<file path="src/design/sfd_pkg.sv">
// Shared constants and types of the sensor frame deframer.
`default_nettype none
package sfd_pkg;

  localparam int MAX_DATA = 32;                    // largest payload per frame
  localparam int PAY_AW   = (MAX_DATA > 1) ? $clog2(MAX_DATA) : 1;
  localparam int MEM_AW   = PAY_AW + 1;            // bank bit on top
  localparam int CNT_W    = 6;                     // data_count width

  localparam logic [7:0]  FRAME_HEAD   = 8'h55;
  localparam logic [7:0]  RESET_CMD    = 8'h01;
  localparam logic [15:0] RESET_NET_ID = 16'h0016;

  // register index, taken from paddr[2]
  localparam logic REG_NET_ID = 1'b0;
  localparam logic REG_CMD    = 1'b1;

  // accepted frame, handed from parser to emitter
  typedef struct packed {
    logic [7:0]       src;
    logic [7:0]       ack;
    logic [CNT_W-1:0] cnt;
    logic             bank;
  } frame_desc_t;

  // payload buffer write port
  typedef struct packed {
    logic              we;
    logic [MEM_AW-1:0] addr;
    logic [7:0]        data;
  } pay_wr_t;

  // back-pressure seen by the parser
  typedef struct packed {
    logic q_full;
    logic banks_full;
  } front_hold_t;

  typedef enum logic [8:0] {
    PH_SEEK = 9'b000000001,
    PH_CMD  = 9'b000000010,
    PH_NETH = 9'b000000100,
    PH_NETL = 9'b000001000,
    PH_ADDR = 9'b000010000,
    PH_ACK  = 9'b000100000,
    PH_LEN  = 9'b001000000,
    PH_DATA = 9'b010000000,
    PH_SUM  = 9'b100000000
  } phase_t;

  typedef enum logic [2:0] {
    BK_IDLE = 3'b001,
    BK_HDR  = 3'b010,
    BK_DATA = 3'b100
  } back_state_t;

endpackage : sfd_pkg
`default_nettype wire

</file>
<file path="src/design/sensor_frame_deframer.sv">
// Top level of the sensor frame deframer: APB registers, parser, queue, emitter.
//
//  channel | direction | handshake             | payload
//  --------+-----------+-----------------------+------------------------------------------
//  in      | input     | in_valid / in_stall   | rx_byte, packet_end
//  out     | output    | out_valid / out_stall | is_header, source_addr, ack_code,
//          |           |                       | data_count, data_byte, last
//  cfg     | input     | APB psel/penable      | paddr 0: own_net_id, paddr 4: accepted_cmd
//
// The parser takes one byte per cycle unless it stalls. Results are registered:
// the checksum byte pushes a descriptor that the idle emitter pops; a frame of N
// data bytes gives a header item and N data items, and the emitter passes through
// idle before the next frame starts. Payload sits in two banks; the parser stalls
// on a data byte while both banks are claimed (queued or draining), and on a
// checksum byte while the two-entry queue is full. Output stalls hold the emitter and reach the parser only that way.
// Reset is synchronous and needs no clearing pass; no data item carries a buffer byte
// that was not written.
`default_nettype none
module sensor_frame_deframer (
  input  wire logic        clk,
  input  wire logic        rst,
  // byte input
  input  wire logic        in_valid,
  output logic             in_stall,
  input  wire logic [7:0]  rx_byte,
  input  wire logic        packet_end,
  // result output
  output logic             out_valid,
  input  wire logic        out_stall,
  output logic             is_header,
  output logic [7:0]       source_addr,
  output logic [7:0]       ack_code,
  output logic [5:0]       data_count,
  output logic [7:0]       data_byte,
  output logic             last,
  // register port
  input  wire logic        psel,
  input  wire logic        penable,
  input  wire logic        pwrite,
  input  wire logic [2:0]  paddr,
  input  wire logic [31:0] pwdata,
  output logic [31:0]      prdata,
  output logic             pready
);
  import sfd_pkg::*;

  logic [15:0] own_net_id;
  logic [7:0]  accepted_cmd;
  logic        cfg_wr;

  front_hold_t hold;
  pay_wr_t     pay_wr;
  logic        push;
  frame_desc_t push_desc;
  logic        pop;
  logic        q_valid;
  frame_desc_t head;
  logic [1:0]  q_count;
  logic        busy;

  // registers: always ready, word decode on paddr[2]
  assign pready = 1'b1;
  assign cfg_wr = psel & penable & pwrite & pready;

  always_ff @(posedge clk) begin
    if (rst) begin
      own_net_id   <= RESET_NET_ID;
      accepted_cmd <= RESET_CMD;
    end else if (cfg_wr) begin
      unique case (paddr[2])
        REG_NET_ID: own_net_id   <= pwdata[15:0];
        REG_CMD:    accepted_cmd <= pwdata[7:0];
        default:    ;
      endcase
    end
  end

  always_comb begin
    unique case (paddr[2])
      REG_NET_ID: prdata = {16'd0, own_net_id};
      REG_CMD:    prdata = {24'd0, accepted_cmd};
      default:    prdata = '0;
    endcase
  end

  // banks claimed = queued frames plus the one being drained
  assign hold.q_full     = (q_count == 2'd2);
  assign hold.banks_full = ({1'b0, q_count} + {2'd0, busy}) >= 3'd2;

  sfd_front u_front (
    .clk          (clk),
    .rst          (rst),
    .in_valid     (in_valid),
    .in_stall     (in_stall),
    .rx_byte      (rx_byte),
    .packet_end   (packet_end),
    .own_net_id   (own_net_id),
    .accepted_cmd (accepted_cmd),
    .hold         (hold),
    .pay_wr       (pay_wr),
    .push         (push),
    .push_desc    (push_desc)
  );

  sfd_queue u_queue (
    .clk       (clk),
    .rst       (rst),
    .push      (push),
    .push_desc (push_desc),
    .pop       (pop),
    .q_valid   (q_valid),
    .head      (head),
    .count     (q_count)
  );

  sfd_back u_back (
    .clk         (clk),
    .rst         (rst),
    .pay_wr      (pay_wr),
    .q_valid     (q_valid),
    .head        (head),
    .pop         (pop),
    .busy        (busy),
    .out_valid   (out_valid),
    .out_stall   (out_stall),
    .is_header   (is_header),
    .source_addr (source_addr),
    .ack_code    (ack_code),
    .data_count  (data_count),
    .data_byte   (data_byte),
    .last        (last)
  );

endmodule : sensor_frame_deframer
`default_nettype wire

</file>
<file path="src/design/sfd_front.sv">
// Byte parser: header hunt, field capture, checksum, payload writes.
`default_nettype none
module sfd_front (
  input  wire logic                clk,
  input  wire logic                rst,
  input  wire logic                in_valid,
  output logic                     in_stall,
  input  wire logic [7:0]          rx_byte,
  input  wire logic                packet_end,
  input  wire logic [15:0]         own_net_id,
  input  wire logic [7:0]          accepted_cmd,
  input  wire sfd_pkg::front_hold_t hold,
  output sfd_pkg::pay_wr_t         pay_wr,
  output logic                     push,
  output sfd_pkg::frame_desc_t     push_desc
);
  import sfd_pkg::*;

  phase_t           phase, phase_next;
  logic [7:0]       sum_acc, sum_acc_next;
  logic [7:0]       net_high, net_high_next;
  logic [7:0]       net_low, net_low_next;
  logic [7:0]       src_addr, src_addr_next;
  logic [7:0]       ack_byte, ack_byte_next;
  logic [7:0]       len_byte, len_byte_next;
  logic [CNT_W-1:0] data_index, data_index_next;
  logic             discard_rest, discard_rest_next;
  logic             wr_bank, wr_bank_next;

  logic             in_fire;
  logic [7:0]       sum_add;
  logic [7:0]       len_m1;
  logic [7:0]       rx_m1;
  logic [CNT_W-1:0] idx_inc;

  assign in_stall = ~discard_rest &
                    (((phase == PH_DATA) & hold.banks_full) |
                     ((phase == PH_SUM) & hold.q_full));
  assign in_fire  = in_valid & ~in_stall;
  assign sum_add  = sum_acc + rx_byte;
  assign len_m1   = len_byte - 8'd1;
  assign rx_m1    = rx_byte - 8'd1;
  assign idx_inc  = data_index + CNT_W'(1);

  always_comb begin
    phase_next        = phase;
    sum_acc_next      = sum_acc;
    net_high_next     = net_high;
    net_low_next      = net_low;
    src_addr_next     = src_addr;
    ack_byte_next     = ack_byte;
    len_byte_next     = len_byte;
    data_index_next   = data_index;
    discard_rest_next = discard_rest;
    wr_bank_next      = wr_bank;
    pay_wr.we         = 1'b0;
    pay_wr.addr       = {wr_bank, data_index[PAY_AW-1:0]};
    pay_wr.data       = rx_byte;
    push              = 1'b0;
    push_desc.src     = src_addr;
    push_desc.ack     = ack_byte;
    push_desc.cnt     = len_m1[CNT_W-1:0];
    push_desc.bank    = wr_bank;

    if (in_fire) begin
      if (!discard_rest) begin
        unique case (phase)
          PH_SEEK: begin
            if (rx_byte == FRAME_HEAD) begin
              sum_acc_next = rx_byte;
              phase_next   = PH_CMD;
            end
          end
          PH_CMD: begin
            if (rx_byte != accepted_cmd) begin
              discard_rest_next = 1'b1;
            end else begin
              sum_acc_next = sum_add;
              phase_next   = PH_NETH;
            end
          end
          PH_NETH: begin
            net_high_next = rx_byte;
            sum_acc_next  = sum_add;
            phase_next    = PH_NETL;
          end
          PH_NETL: begin
            net_low_next = rx_byte;
            sum_acc_next = sum_add;
            phase_next   = PH_ADDR;
          end
          PH_ADDR: begin
            src_addr_next = rx_byte;
            sum_acc_next  = sum_add;
            phase_next    = PH_ACK;
          end
          PH_ACK: begin
            ack_byte_next = rx_byte;
            sum_acc_next  = sum_add;
            phase_next    = PH_LEN;
          end
          PH_LEN: begin
            len_byte_next   = rx_byte;
            sum_acc_next    = sum_add;
            data_index_next = '0;
            if (rx_byte == 8'd0 || rx_m1 > 8'(MAX_DATA)) begin
              discard_rest_next = 1'b1;
            end else begin
              phase_next = (rx_byte == 8'd1) ? PH_SUM : PH_DATA;
            end
          end
          PH_DATA: begin
            pay_wr.we       = 1'b1;
            data_index_next = idx_inc;
            sum_acc_next    = sum_add;
            if ({{(8-CNT_W){1'b0}}, idx_inc} >= len_m1) begin
              phase_next = PH_SUM;
            end
          end
          PH_SUM: begin
            if (rx_byte == sum_acc && {net_high, net_low} == own_net_id) begin
              push         = 1'b1;
              wr_bank_next = ~wr_bank;
            end
            discard_rest_next = 1'b1;
          end
          default: begin
            discard_rest_next = 1'b1;
          end
        endcase
      end
      if (packet_end) begin
        phase_next        = PH_SEEK;
        sum_acc_next      = '0;
        data_index_next   = '0;
        discard_rest_next = 1'b0;
      end
    end
  end

  always_ff @(posedge clk) begin
    if (rst) begin
      phase        <= PH_SEEK;
      sum_acc      <= '0;
      net_high     <= '0;
      net_low      <= '0;
      src_addr     <= '0;
      ack_byte     <= '0;
      len_byte     <= '0;
      data_index   <= '0;
      discard_rest <= 1'b0;
      wr_bank      <= 1'b0;
    end else begin
      phase        <= phase_next;
      sum_acc      <= sum_acc_next;
      net_high     <= net_high_next;
      net_low      <= net_low_next;
      src_addr     <= src_addr_next;
      ack_byte     <= ack_byte_next;
      len_byte     <= len_byte_next;
      data_index   <= data_index_next;
      discard_rest <= discard_rest_next;
      wr_bank      <= wr_bank_next;
    end
  end

endmodule : sfd_front
`default_nettype wire

</file>
<file path="src/design/sfd_queue.sv">
// Two-entry queue of accepted frame descriptors.
`default_nettype none
module sfd_queue (
  input  wire logic                 clk,
  input  wire logic                 rst,
  input  wire logic                 push,
  input  wire sfd_pkg::frame_desc_t push_desc,
  input  wire logic                 pop,
  output logic                      q_valid,
  output sfd_pkg::frame_desc_t      head,
  output logic [1:0]                count
);
  import sfd_pkg::*;

  frame_desc_t entry [2];
  logic        wr_ptr;
  logic        rd_ptr;

  assign q_valid = (count != 2'd0);
  assign head    = entry[rd_ptr];

  always_ff @(posedge clk) begin
    if (push) begin
      entry[wr_ptr] <= push_desc;
    end
  end

  always_ff @(posedge clk) begin
    if (rst) begin
      wr_ptr <= 1'b0;
      rd_ptr <= 1'b0;
      count  <= 2'd0;
    end else begin
      if (push) wr_ptr <= ~wr_ptr;
      if (pop)  rd_ptr <= ~rd_ptr;
      count <= count + {1'b0, push} - {1'b0, pop};
    end
  end

endmodule : sfd_queue
`default_nettype wire

</file>
<file path="src/design/sfd_back.sv">
// Result emitter: header item then payload bytes read from the two-bank buffer.
`default_nettype none
module sfd_back (
  input  wire logic                 clk,
  input  wire logic                 rst,
  input  wire sfd_pkg::pay_wr_t     pay_wr,
  input  wire logic                 q_valid,
  input  wire sfd_pkg::frame_desc_t head,
  output logic                      pop,
  output logic                      busy,
  output logic                      out_valid,
  input  wire logic                 out_stall,
  output logic                      is_header,
  output logic [7:0]                source_addr,
  output logic [7:0]                ack_code,
  output logic [5:0]                data_count,
  output logic [7:0]                data_byte,
  output logic                      last
);
  import sfd_pkg::*;

  logic [7:0] payload [2**MEM_AW];
  logic [7:0] rd_data;

  back_state_t      state, state_next;
  frame_desc_t      cur, cur_next;
  logic [CNT_W-1:0] idx, idx_next;
  logic [CNT_W-1:0] idx_inc;
  logic             out_fire;
  logic [MEM_AW-1:0] rd_addr;

  assign idx_inc  = idx + CNT_W'(1);
  assign out_fire = out_valid & ~out_stall;
  assign busy     = (state != BK_IDLE);

  assign out_valid   = (state == BK_HDR) | (state == BK_DATA);
  assign is_header   = (state == BK_HDR);
  assign source_addr = cur.src;
  assign ack_code    = cur.ack;
  assign data_count  = cur.cnt;
  assign data_byte   = (state == BK_HDR) ? 8'd0 : rd_data;
  assign last        = (state == BK_HDR) ? (cur.cnt == '0) : (idx_inc == cur.cnt);

  // look one byte ahead so the registered read is ready when the item moves
  always_comb begin
    rd_addr    = {cur.bank, idx[PAY_AW-1:0]};
    state_next = state;
    cur_next   = cur;
    idx_next   = idx;
    pop        = 1'b0;
    unique case (state)
      BK_IDLE: begin
        rd_addr = {head.bank, {PAY_AW{1'b0}}};
        if (q_valid) begin
          pop        = 1'b1;
          cur_next   = head;
          idx_next   = '0;
          state_next = BK_HDR;
        end
      end
      BK_HDR: begin
        if (out_fire) begin
          state_next = (cur.cnt == '0) ? BK_IDLE : BK_DATA;
        end
      end
      BK_DATA: begin
        if (out_fire) begin
          rd_addr  = {cur.bank, idx_inc[PAY_AW-1:0]};
          idx_next = idx_inc;
          if (idx_inc == cur.cnt) state_next = BK_IDLE;
        end
      end
      default: state_next = BK_IDLE;
    endcase
  end

  always_ff @(posedge clk) begin
    if (pay_wr.we) begin
      payload[pay_wr.addr] <= pay_wr.data;
    end
    rd_data <= payload[rd_addr];
  end

  always_ff @(posedge clk) begin
    cur <= cur_next;
    idx <= idx_next;
    if (rst) begin
      state <= BK_IDLE;
    end else begin
      state <= state_next;
    end
  end

endmodule : sfd_back
`default_nettype wire

</file>
<file path="config.mk">
export PLATFORM = sky130hd
export DESIGN_NAME = sensor_frame_deframer
export DESIGN_NICKNAME = d
export VERILOG_FILES = /design/src/design/sfd_pkg.sv /design/src/design/sensor_frame_deframer.sv /design/src/design/sfd_front.sv /design/src/design/sfd_queue.sv /design/src/design/sfd_back.sv
export SDC_FILE = /design/constraint.sdc
export NUM_CORES = 1
export LEC_CHECK = 0
export BUFFER_PORTS_ARGS = -buffer_cell sky130_fd_sc_hd__clkbuf_2
export CAP_MARGIN = 20
export CORE_UTILIZATION = 30
export CTS_CLUSTER_DIAMETER = 50
export DETAILED_ROUTE_END_ITERATION = 8
export REMOVE_ABC_BUFFERS = 1
export SLEW_MARGIN = 25
export SYNTH_ARGS = -nofsm -noshare
export SYNTH_HDL_FRONTEND = slang
export SYNTH_SLANG_ARGS = --single-unit
</file>
<file path="constraint.sdc">
create_clock -name clk -period 4.33 [get_ports clk]
set_input_delay 0.433 -clock clk [delete_from_list [all_inputs] [get_ports clk]]
set_output_delay 0.433 -clock clk [all_outputs]
set_load 0.05 [all_outputs]
</file>
==> impl_metrics.json, run 1 <==
{
  "ys_async_sr_fraction_pct": 0,
  "cts.sinks": 692,
  "p_total_uw": 14000,
  "synth-seq-area-share_pct": 69.7,
  "fin_crit_ps": 3680,
  "met2_usage_pct": 24.0,
  "postSynthAreaPerCell_um2": 14.6,
  "wl_per_cell_um": 20.7,
  "tritoncts": "built",
  "critPathTopFamily": "simple AND/OR/NAND/NOR gates",
  "first_pass_iters": 5,
  "fin_setup_tns_ps": 0,
  "postRouteWirelength_um": 70200,
  "crit_path_end_kind": "flip-flop",
  "crit_cells": 6,
  "dp_hpwl_um": 45400,
  "postSynthCellCount": 1939,
  "drc": 0,
  "busiest_layer": "met2",
  "nFillCells": 8862,
  "use_met3_pct": 3.30,
  "ir_drop_uv": 242,
  "vias": 16687,
  "path_clk_slew_ps": 60,
  "die_h_um": 309,
  "grt_max_degree": 72,
  "io_buffers": 82,
  "ys_warn_count": 0,
  "cp-startpoint": "u_front.phase[2]$_SDFFE_PP0P_",
  "status": "completed",
  "finClkSkew_ps": 18.7,
  "slew_viol_final": 0,
  "arrival_ps": 3930,
  "rows": 112,
  "startpoint_type": "flip-flop",
  "critPathMaxStageDelay_ps": 720,
  "tightest_slew_ps": 938,
  "critPathKind": "flip-flop to flip-flop",
  "drtAntennaViolNets": 0,
  "reg2reg_from": "u_front.phase[2]$_SDFFE_PP0P_",
  "r2r_cells": 6,
  "crit_fanout": 10,
  "critical_path.endpoint": "u_back.payload[44][1]$_DFFE_PP_",
  "dieArea_um2": 95600,
  "grt_pass1_vias": 16900,
  "cts-root-buf": "clkbuf_16",
  "maxCapViolations": 0,
  "ys_types": 72,
  "fin_nets": 2147,
  "cts_buffers": 77,
  "antenna_found_initial": 6,
  "clk_latency_ps": 620,
  "final_common_cell": "edfxtp_1",
  "crit_slowest_cell": "nor2_1",
  "hold_buffers": 0,
  "syn_to_final_growth_pct": 16.6,
  "fp.dieW_um": 309,
  "final_hold_viol_count": 0,
  "overflow": 0,
  "finalCritPeriodShare_pct": 85.1,
  "grt_pass1_wl_um": 104000,
  "synth_edf_count": 587,
  "relSlewSlack_pct": 37.0,
  "grt_use_met1_pct": 18.8,
  "cp_cell_sequence": "or3_1 -> or4_4 -> or2_1 -> nor3_1 -> nand2_1 -> nor2_1",
  "min_path_cells": 3,
  "via_per_inst": 4.91,
  "final_layout_size_suffix_gt1_share_pct": 19.8,
  "netlist_area_um2": 28300,
  "post_cts_resized": 0,
  "ys.flop_type": "edfxtp_1",
  "timing.fmax_mhz": 271,
  "whs_ps": 43.5,
  "final_cell_mix": "587 x edfxtp_1, 201 x nand2_1, 153 x nor2_1, 113 x mux2i_1, 105 x dfxtp_1",
  "r2r_slack_ps": 650,
  "setup_viol": 0,
  "powerDensity_nw_per_um2": 424,
  "holdCritPathClass": "primary input to flip-flop",
  "ys_ff_latch": 692,
  "leakagePower_uw": 0.0112,
  "place_ws_ps": 666,
  "initial_utilization_pct": 30.3,
  "rsz0062_at_grt": "no",
  "place_congestion": 0.815,
  "grt_util_all_layers_pct": 14.6,
  "rr_endpoint": "u_back.payload[44][1]$_DFFE_PP_",
  "io_pins": 118,
  "drt-initial-drc-count": 1476,
  "cts_setup_buffers": 0,
  "core_area_um2": 93500,
  "setup_ws_ps": 646,
  "required_ps": 4580,
  "crit_buf_inv": 0,
  "h-tree-depth": 3,
  "clk_path_buf_depth": 3
}
## Yosys cell counts, drive strengths merged (38+ instances only)
master,number,area (µm²)
a21oi,65,337
buf,87,538
clkbuf,50,188
dfxtp,105,2100
edfxtp,587,17600
mux2i,113,1130
mux4,60,1350
nand2,203,764
nand3,64,320
nor2,156,588
o21ai,38,190
o22ai,47,300
## logic make-up (layout without fill, tap and decap cells)
family / count (synthesis) / after routing / share of synthesized area, %
AO/OA/AOI/OAI: 237 / 237 / 5.47
XOR/XNOR: 56 / 56 / 1.73
AND/OR/NAND/NOR: 573 / 573 / 9.47
buffers and inverters: 157 / 343 / 2.83
other: 2 / 19 / 0.0265
flip-flops: 692 / 692 / 69.7
multiplexers: 203 / 203 / 9.96
adder cells (fa/ha/maj): 19 / 19 / 0.866
## registers in the layout, indices dropped and copies added, names as in the netlist, 2 cells and up, named ones only
register            cells
u_queue.entry          46
u_front.sum_acc         8
accepted_cmd            8
u_front.data_index      6
u_front.net_low         8
u_front.src_addr        8
own_net_id             16
u_front.phase           9
u_back.state            3
u_front.net_high        8
u_front.len_byte        8
u_back.ack_code         8
u_back.source_addr      8
u_back.rd_data          8
u_queue.count           2
u_back.idx              6
u_front.ack_byte        8
u_back.data_count       6
u_back.payload        512
## tightest hold or removal path, stage by stage
cell	delay, ps
clkbuf_2	80
nand2_1	50
a21oi_1	50
## final cells by class
cell class / count / area, µm² / area share, %
well taps: 1254 / 1570 / 4.75
repair buffers: 181 / 1190 / 3.61
clock inverters: 51 / 508 / 1.54
clock buffers: 91 / 2060 / 6.23
inverters: 20 / 75.1 / 0.227
multi-input cells: 1105 / 7900 / 23.9
diodes: 2 / 5.00 / 0.0152
flip-flops and latches: 692 / 19700 / 59.7
## routing by layer
layer | wire length (µm) | up-vias
li1 | - | 7564
met1 | 28900 | 8414
met2 | 33700 | 581
met3 | 5240 | 126
met4 | 2290 | 2
met5 | 11 | -
## where the power goes
group          leakage (µW)  total, µW  switching (µW)  internal, µW
clock network       0.00125       6530            2680          3860
registers           0.00617       7210            5.53          7210
logic               0.00377        267             220          47.3
## worst min path at each step
| stage | from | slack (ps) | end |
|---|---|---|---|
| floorplan | u_front.src_addr[0]$_SDFFE_PP0P_ | 420 | u_queue.entry[0][15]$_DFFE_PP_ |
| global placement | u_front.ack_byte[5]$_SDFFE_PP0P_ | 430 | u_queue.entry[0][12]$_DFFE_PP_ |
| detailed placement | u_front.src_addr[3]$_SDFFE_PP0P_ | 440 | u_queue.entry[1][18]$_DFFE_PP_ |
| CTS | pwdata[13] | 7 | own_net_id[13]$_SDFFE_PP0P_ |
| global route | pwdata[10] | 30 | own_net_id[10]$_SDFFE_PP0P_ |
| finish | pwdata[13] | 40 | own_net_id[13]$_SDFFE_PP0P_ |
## stage by stage
step                      cells  instance area (µm²)  utilization [%]
after global routing       3394                33000             35.3
final                      3396                33000             35.3
after floorplan            1817                27700                -
after detailed placement   3252                30400             32.6
after global placement     3252                30400             32.6
after CTS                  3394                33000             35.3
Power figures use the tool's default switching activity.
==> inputs of run 2 (changes only) <==
--- a/config.mk
+++ b/config.mk
@@ -7,6 +7,7 @@
 export LEC_CHECK = 0
 export BUFFER_PORTS_ARGS = -buffer_cell sky130_fd_sc_hd__clkbuf_2
 export CAP_MARGIN = 20
+export CORE_MARGIN = 2
 export CORE_UTILIZATION = 30
 export CTS_CLUSTER_DIAMETER = 50
 export DETAILED_ROUTE_END_ITERATION = 8
==> impl_metrics.json, run 2 (same netlist as run 1, synthesis figures left out) <==
{
  "status": "completed",
  "antenna_found_initial": 3,
  "vias": 16704,
  "crit_path_end_kind": "flip-flop",
  "final_common_cell": "edfxtp_1",
  "drtAntennaViolNets": 0,
  "critical_path.endpoint": "u_back.rd_data[7]$_DFF_P_",
  "tritoncts": "built",
  "die_h_um": 311,
  "io_buffers": 82,
  "cts_setup_buffers": 0,
  "r2r_slack_ps": 570,
  "fp.dieW_um": 311,
  "rr_endpoint": "u_back.rd_data[7]$_DFF_P_",
  "postLayoutCellArea_um2": 33300,
  "regMostFlops": "u_back.payload",
  "clk_path_buf_depth": 3,
  "rsz0062_at_grt": "no",
  "critPathKind": "flip-flop to flip-flop",
  "setup_viol": 0,
  "h-tree-depth": 3,
  "path_clk_slew_ps": 60,
  "dieArea_um2": 96900,
  "cts.sinks": 692,
  "overflow": 0,
  "finClkSkew_ps": 32.1,
  "reg_top3": "u_back.payload: 512 flops, u_queue.entry: 46 flops, own_net_id: 16 flops",
  "tightest_slew_ps": 946,
  "core_area_um2": 93500,
  "largest_register_ffs": 512,
  "grt_pass1_wl_um": 106000,
  "rows": 112,
  "placed_area_um2": 30500,
  "arrival_ps": 4220,
  "final_core_util_pct": 35.6,
  "initial_utilization_pct": 30.3,
  "crit_fanout": 33,
  "nFillCells": 8874,
  "final_hold_viol_count": 0,
  "io_pins": 118,
  "drc": 0,
  "grt_max_degree": 72,
  "syn_to_final_growth_pct": 17.5,
  "reg2reg_from": "u_back.idx[0]$_SDFFCE_PP0P_",
  "first_pass_iters": 5,
  "relSlewSlack_pct": 36.9,
  "holdCritPathClass": "primary input to flip-flop",
  "ir_drop_uv": 254,
  "cts_buffers": 82,
  "finalCritPeriodShare_pct": 86.8,
  "fin_nets": 2158,
  "timing.fmax_mhz": 266,
  "grt_pass1_vias": 16897,
  "clk_latency_ps": 630,
  "r2r_cells": 10,
  "required_ps": 4790,
  "postRouteWirelength_um": 70800,
  "wl_per_cell_um": 20.8,
  "dp_hpwl_um": 45600,
  "drt-initial-drc-count": 1502,
  "final_cell_mix": "587 x edfxtp_1, 201 x nand2_1, 153 x nor2_1, 113 x mux2i_1, 105 x dfxtp_1",
  "via_per_inst": 4.90,
  "slew_viol_final": 0,
  "startpoint_type": "flip-flop",
  "powerDensity_nw_per_um2": 435,
  "post_cts_resized": 0,
  "leakagePower_uw": 0.0113,
  "maxCapViolations": 0,
  "cts-root-buf": "clkbuf_16",
  "final_layout_size_suffix_gt1_share_pct": 20.1,
  "hold_buffers": 0,
  "grt_util_all_layers_pct": 14.4,
  "fin_crit_ps": 3760,
  "p_total_uw": 14500,
  "place_congestion": 0.843,
  "cp-startpoint": "u_back.idx[0]$_SDFFCE_PP0P_"
}
[run 2: cell types whose count changed in the layout (fill, tap and decap cells not counted), sizes merged]
| cell | change |
|---|---|
| inv | -1 |
| buf | +5 |
| clkinv | -7 |
| diode | +2 |
| clkbuf | +12 |
| bufinv | +4 |
[run 2: layout make-up]
type,instances,area [µm²],share of cell area (%)
clock inverter,47,592,1.78
tap,1254,1570,4.72
antenna,4,10.0,0.0301
sequential,692,19700,59.3
timing repair buffer,187,1210,3.64
inverter,20,75.1,0.226
multi-input combinational,1105,7900,23.7
clock buffer,102,2190,6.58
[run 2: layer usage]
layer  global-route usage, %  vias to the layer above  wire (µm)
li1                        -                     7602          -
met1                    18.5                     8359      28600
met2                    23.6                      604      33900
met3                    3.02                      139       5720
met4                    5.70                        0       2550
met5                       0                        -          0
[run 2: worst min-delay path by stage]
stage	from	endpoint	slack, ps	cells after the start
floorplan	u_front.src_addr[0]$_SDFFE_PP0P_	u_queue.entry[0][15]$_DFFE_PP_	420	0
global placement	u_front.ack_byte[2]$_SDFFE_PP0P_	u_queue.entry[0][9]$_DFFE_PP_	430	0
detailed placement	u_front.ack_byte[1]$_SDFFE_PP0P_	u_queue.entry[1][8]$_DFFE_PP_	440	0
CTS	pwdata[13]	own_net_id[13]$_SDFFE_PP0P_	10	3
global route	pwdata[13]	own_net_id[13]$_SDFFE_PP0P_	40	3
finish	pwdata[13]	own_net_id[13]$_SDFFE_PP0P_	40	3
[run 2: power by group]
group          internal (µW)  total [µW]  switching (µW)  leakage [µW]
Sequential              7210        7220            5.87       0.00617
Clock                   4280        6990            2710       0.00134
Combinational           45.4         265             219       0.00380
[run 2: worst max-delay path: stages, from the launching register on]
cell and delay, ps:
edfxtp_1 510, ha_1 390, nor4bb_1 160, o21bai_1 270
nand2_4 390, buf_4 440, nor3_1 730, nand3_1 160
nand3_1 190, o31a_1 240, nand4_1 100
[run 2: per-stage QoR]
step / std cells / setup slack, ps / setup TNS (ps) / hold slack (ps)
after global routing: 3407 / 370 / 0 / 37.6
after floorplan: 1817 / -1780 / -12820 / 425
after CTS: 3407 / 549 / 0 / 13.4
final: 3411 / 572 / 0 / 44.7
after detailed placement: 3258 / 568 / 0 / 441
after global placement: 3258 / 602 / 0 / 431
==> inputs of run 3 (changes only) <==
--- a/config.mk
+++ b/config.mk
@@ -5,9 +5,9 @@
 export SDC_FILE = /design/constraint.sdc
 export NUM_CORES = 1
 export LEC_CHECK = 0
-export BUFFER_PORTS_ARGS = -buffer_cell sky130_fd_sc_hd__clkbuf_2
+export BUFFER_PORTS_ARGS = -buffer_cell sky130_fd_sc_hd__buf_2
 export CAP_MARGIN = 20
-export CORE_MARGIN = 2
+export CORE_MARGIN = 3
 export CORE_UTILIZATION = 30
 export CTS_CLUSTER_DIAMETER = 50
 export DETAILED_ROUTE_END_ITERATION = 8
==> impl_metrics.json, run 3 (same netlist as run 1, synthesis figures left out) <==
{
  "dieArea_um2": 98100,
  "largest_register_ffs": 512,
  "via_per_inst": 4.93,
  "holdCritPathClass": "primary input to flip-flop",
  "timing.fmax_mhz": 266,
  "postRouteWirelength_um": 71800,
  "drtAntennaViolNets": 0,
  "required_ps": 4590,
  "slew_viol_final": 0,
  "overflow": 0,
  "p_switching_uw": 2960,
  "syn_to_final_growth_pct": 17.4,
  "fin_crit_ps": 3760,
  "fin_nets": 2155,
  "grt_pass1_vias": 16922,
  "wl_per_cell_um": 21.0,
  "arrival_ps": 4030,
  "ir_drop_uv": 317,
  "leakagePower_uw": 0.0113,
  "maxCapViolations": 0,
  "post_cts_resized": 0,
  "cts.sinks": 692,
  "grt_max_degree": 73,
  "relSlewSlack_pct": 36.7,
  "postLayoutCellArea_um2": 33300,
  "path_clk_slew_ps": 60,
  "pwr-share-seq_pct": 50.0,
  "io_pins": 118,
  "critPathKind": "flip-flop to flip-flop",
  "switching_share_pct": 20.5,
  "placed_area_um2": 30500,
  "whs_ps": 41.6,
  "crit_slowest_cell": "nor2_1",
  "crit_path_end_kind": "flip-flop",
  "power.share.clock_pct": 48.1,
  "final_cell_mix": "587 x edfxtp_1, 201 x nand2_1, 153 x nor2_1, 113 x mux2i_1, 105 x dfxtp_1",
  "nFillCells": 8868,
  "fp.dieW_um": 313,
  "dp_hpwl_um": 46700,
  "clk_latency_ps": 630,
  "cts_buffers": 83,
  "die_h_um": 313,
  "initial_utilization_pct": 30.3,
  "rows": 112,
  "drc": 0,
  "io_buffers": 82,
  "cts-root-buf": "clkbuf_16",
  "tightest_slew_ps": 950,
  "vias": 16830,
  "first_pass_iters": 7,
  "finalCritPeriodShare_pct": 86.9,
  "cp_cell_sequence": "or3_1 -> or4_4 -> or2_1 -> nor3_1 -> nand3_1 -> nor2_1",
  "maxUsedRoutingLayer": "met4",
  "reg_top3": "u_back.payload: 512 flops, u_queue.entry: 46 flops, own_net_id: 16 flops",
  "h-tree-depth": 3,
  "final_common_cell": "edfxtp_1",
  "final_hold_viol_count": 0,
  "regMostFlops": "u_back.payload",
  "powerDensity_nw_per_um2": 434,
  "tritoncts": "built",
  "core_area_um2": 93500,
  "antenna_found_initial": 8,
  "finClkSkew_ps": 37.2,
  "status": "completed",
  "wl_met2_um": 34700,
  "cts_setup_buffers": 0,
  "setup_viol": 0,
  "critPathMaxStageDelay_ps": 710,
  "grt_util_all_layers_pct": 14.4,
  "grt_pass1_wl_um": 107000,
  "p_int_uw": 11500,
  "startpoint_type": "flip-flop",
  "crit_fanout": 10,
  "final_layout_size_suffix_gt1_share_pct": 19.7,
  "rsz0062_at_grt": "no",
  "drt-initial-drc-count": 1386,
  "m1WireLength_um": 29500,
  "clk_path_buf_depth": 3,
  "place_congestion": 0.843,
  "dr_wl_met3_um": 5220,
  "hold_buffers": 1,
  "combPwrFrac_pct": 1.8
}
==> run 3: path summary, 6_finish.rpt <==
path / from / to / slack [ps] / cells after the start
worst min register to register: u_front.ack_byte[5]$_SDFFE_PP0P_ / u_queue.entry[1][12]$_DFFE_PP_ / 460 / 0
worst max register to register: u_front.phase[2]$_SDFFE_PP0P_ / u_back.payload[6][0]$_DFFE_PP_ / 570 / 6
worst max-delay path: u_front.phase[2]$_SDFFE_PP0P_ / u_back.payload[6][0]$_DFFE_PP_ / 570 / 6
worst min-delay path: pwdata[11] / own_net_id[11]$_SDFFE_PP0P_ / 40 / 3
==> run 3: metal layers <==
metal  vias to the layer above  global-route usage, %
met5                         -                      0
met4                         0                   5.60
met3                       136                   3.05
met2                       623                   24.0
met1                      8490                   18.4
li1                       7581                      -
==> run 3: per-stage QoR <==
step | total power (µW) | util [%] | TNS (ps) | cells | setup slack, ps
finish | 14400 | 35.6 | 0 | 3411 | 566
global route | 14900 | 35.6 | 0 | 3408 | 305
CTS | 14600 | 35.6 | 0 | 3408 | 633
detailed placement | 7630 | 32.6 | 0 | 3253 | 652
global placement | 7610 | 32.6 | 0 | 3253 | 739
floorplan | 7450 | - | -12820 | 1817 | -1780
==> run 3: layout make-up <==
type / instances / area [µm²] / share of cell area [%]
Multi-Input combinational cell: 1105 / 7880 / 23.7
Timing Repair Buffer: 183 / 1220 / 3.67
Clock inverter: 46 / 547 / 1.64
Sequential cell: 692 / 19700 / 59.3
Inverter: 20 / 75.1 / 0.226
Antenna cell: 3 / 7.51 / 0.0226
Tap cell: 1254 / 1570 / 4.72
Clock buffer: 108 / 2230 / 6.71
==> run 3: worst max-delay path, delay by kind of cell, from the launching register on <==
| family | cells | cell delay, ps |
|---|---|---|
| flops | 1 | 380 |
| simple gates | 6 | 3030 |
==> run 3: power by group through the flow <==
stage | combinational, µW | sequential, µW | clock (µW)
after floorplan | 93.8 | 7360 | 0
after global placement | 258 | 7360 | 0
after detailed placement | 268 | 7360 | 0
after CTS | 269 | 7220 | 7060
after global routing | 286 | 7210 | 7360
final | 267 | 7220 | 6950
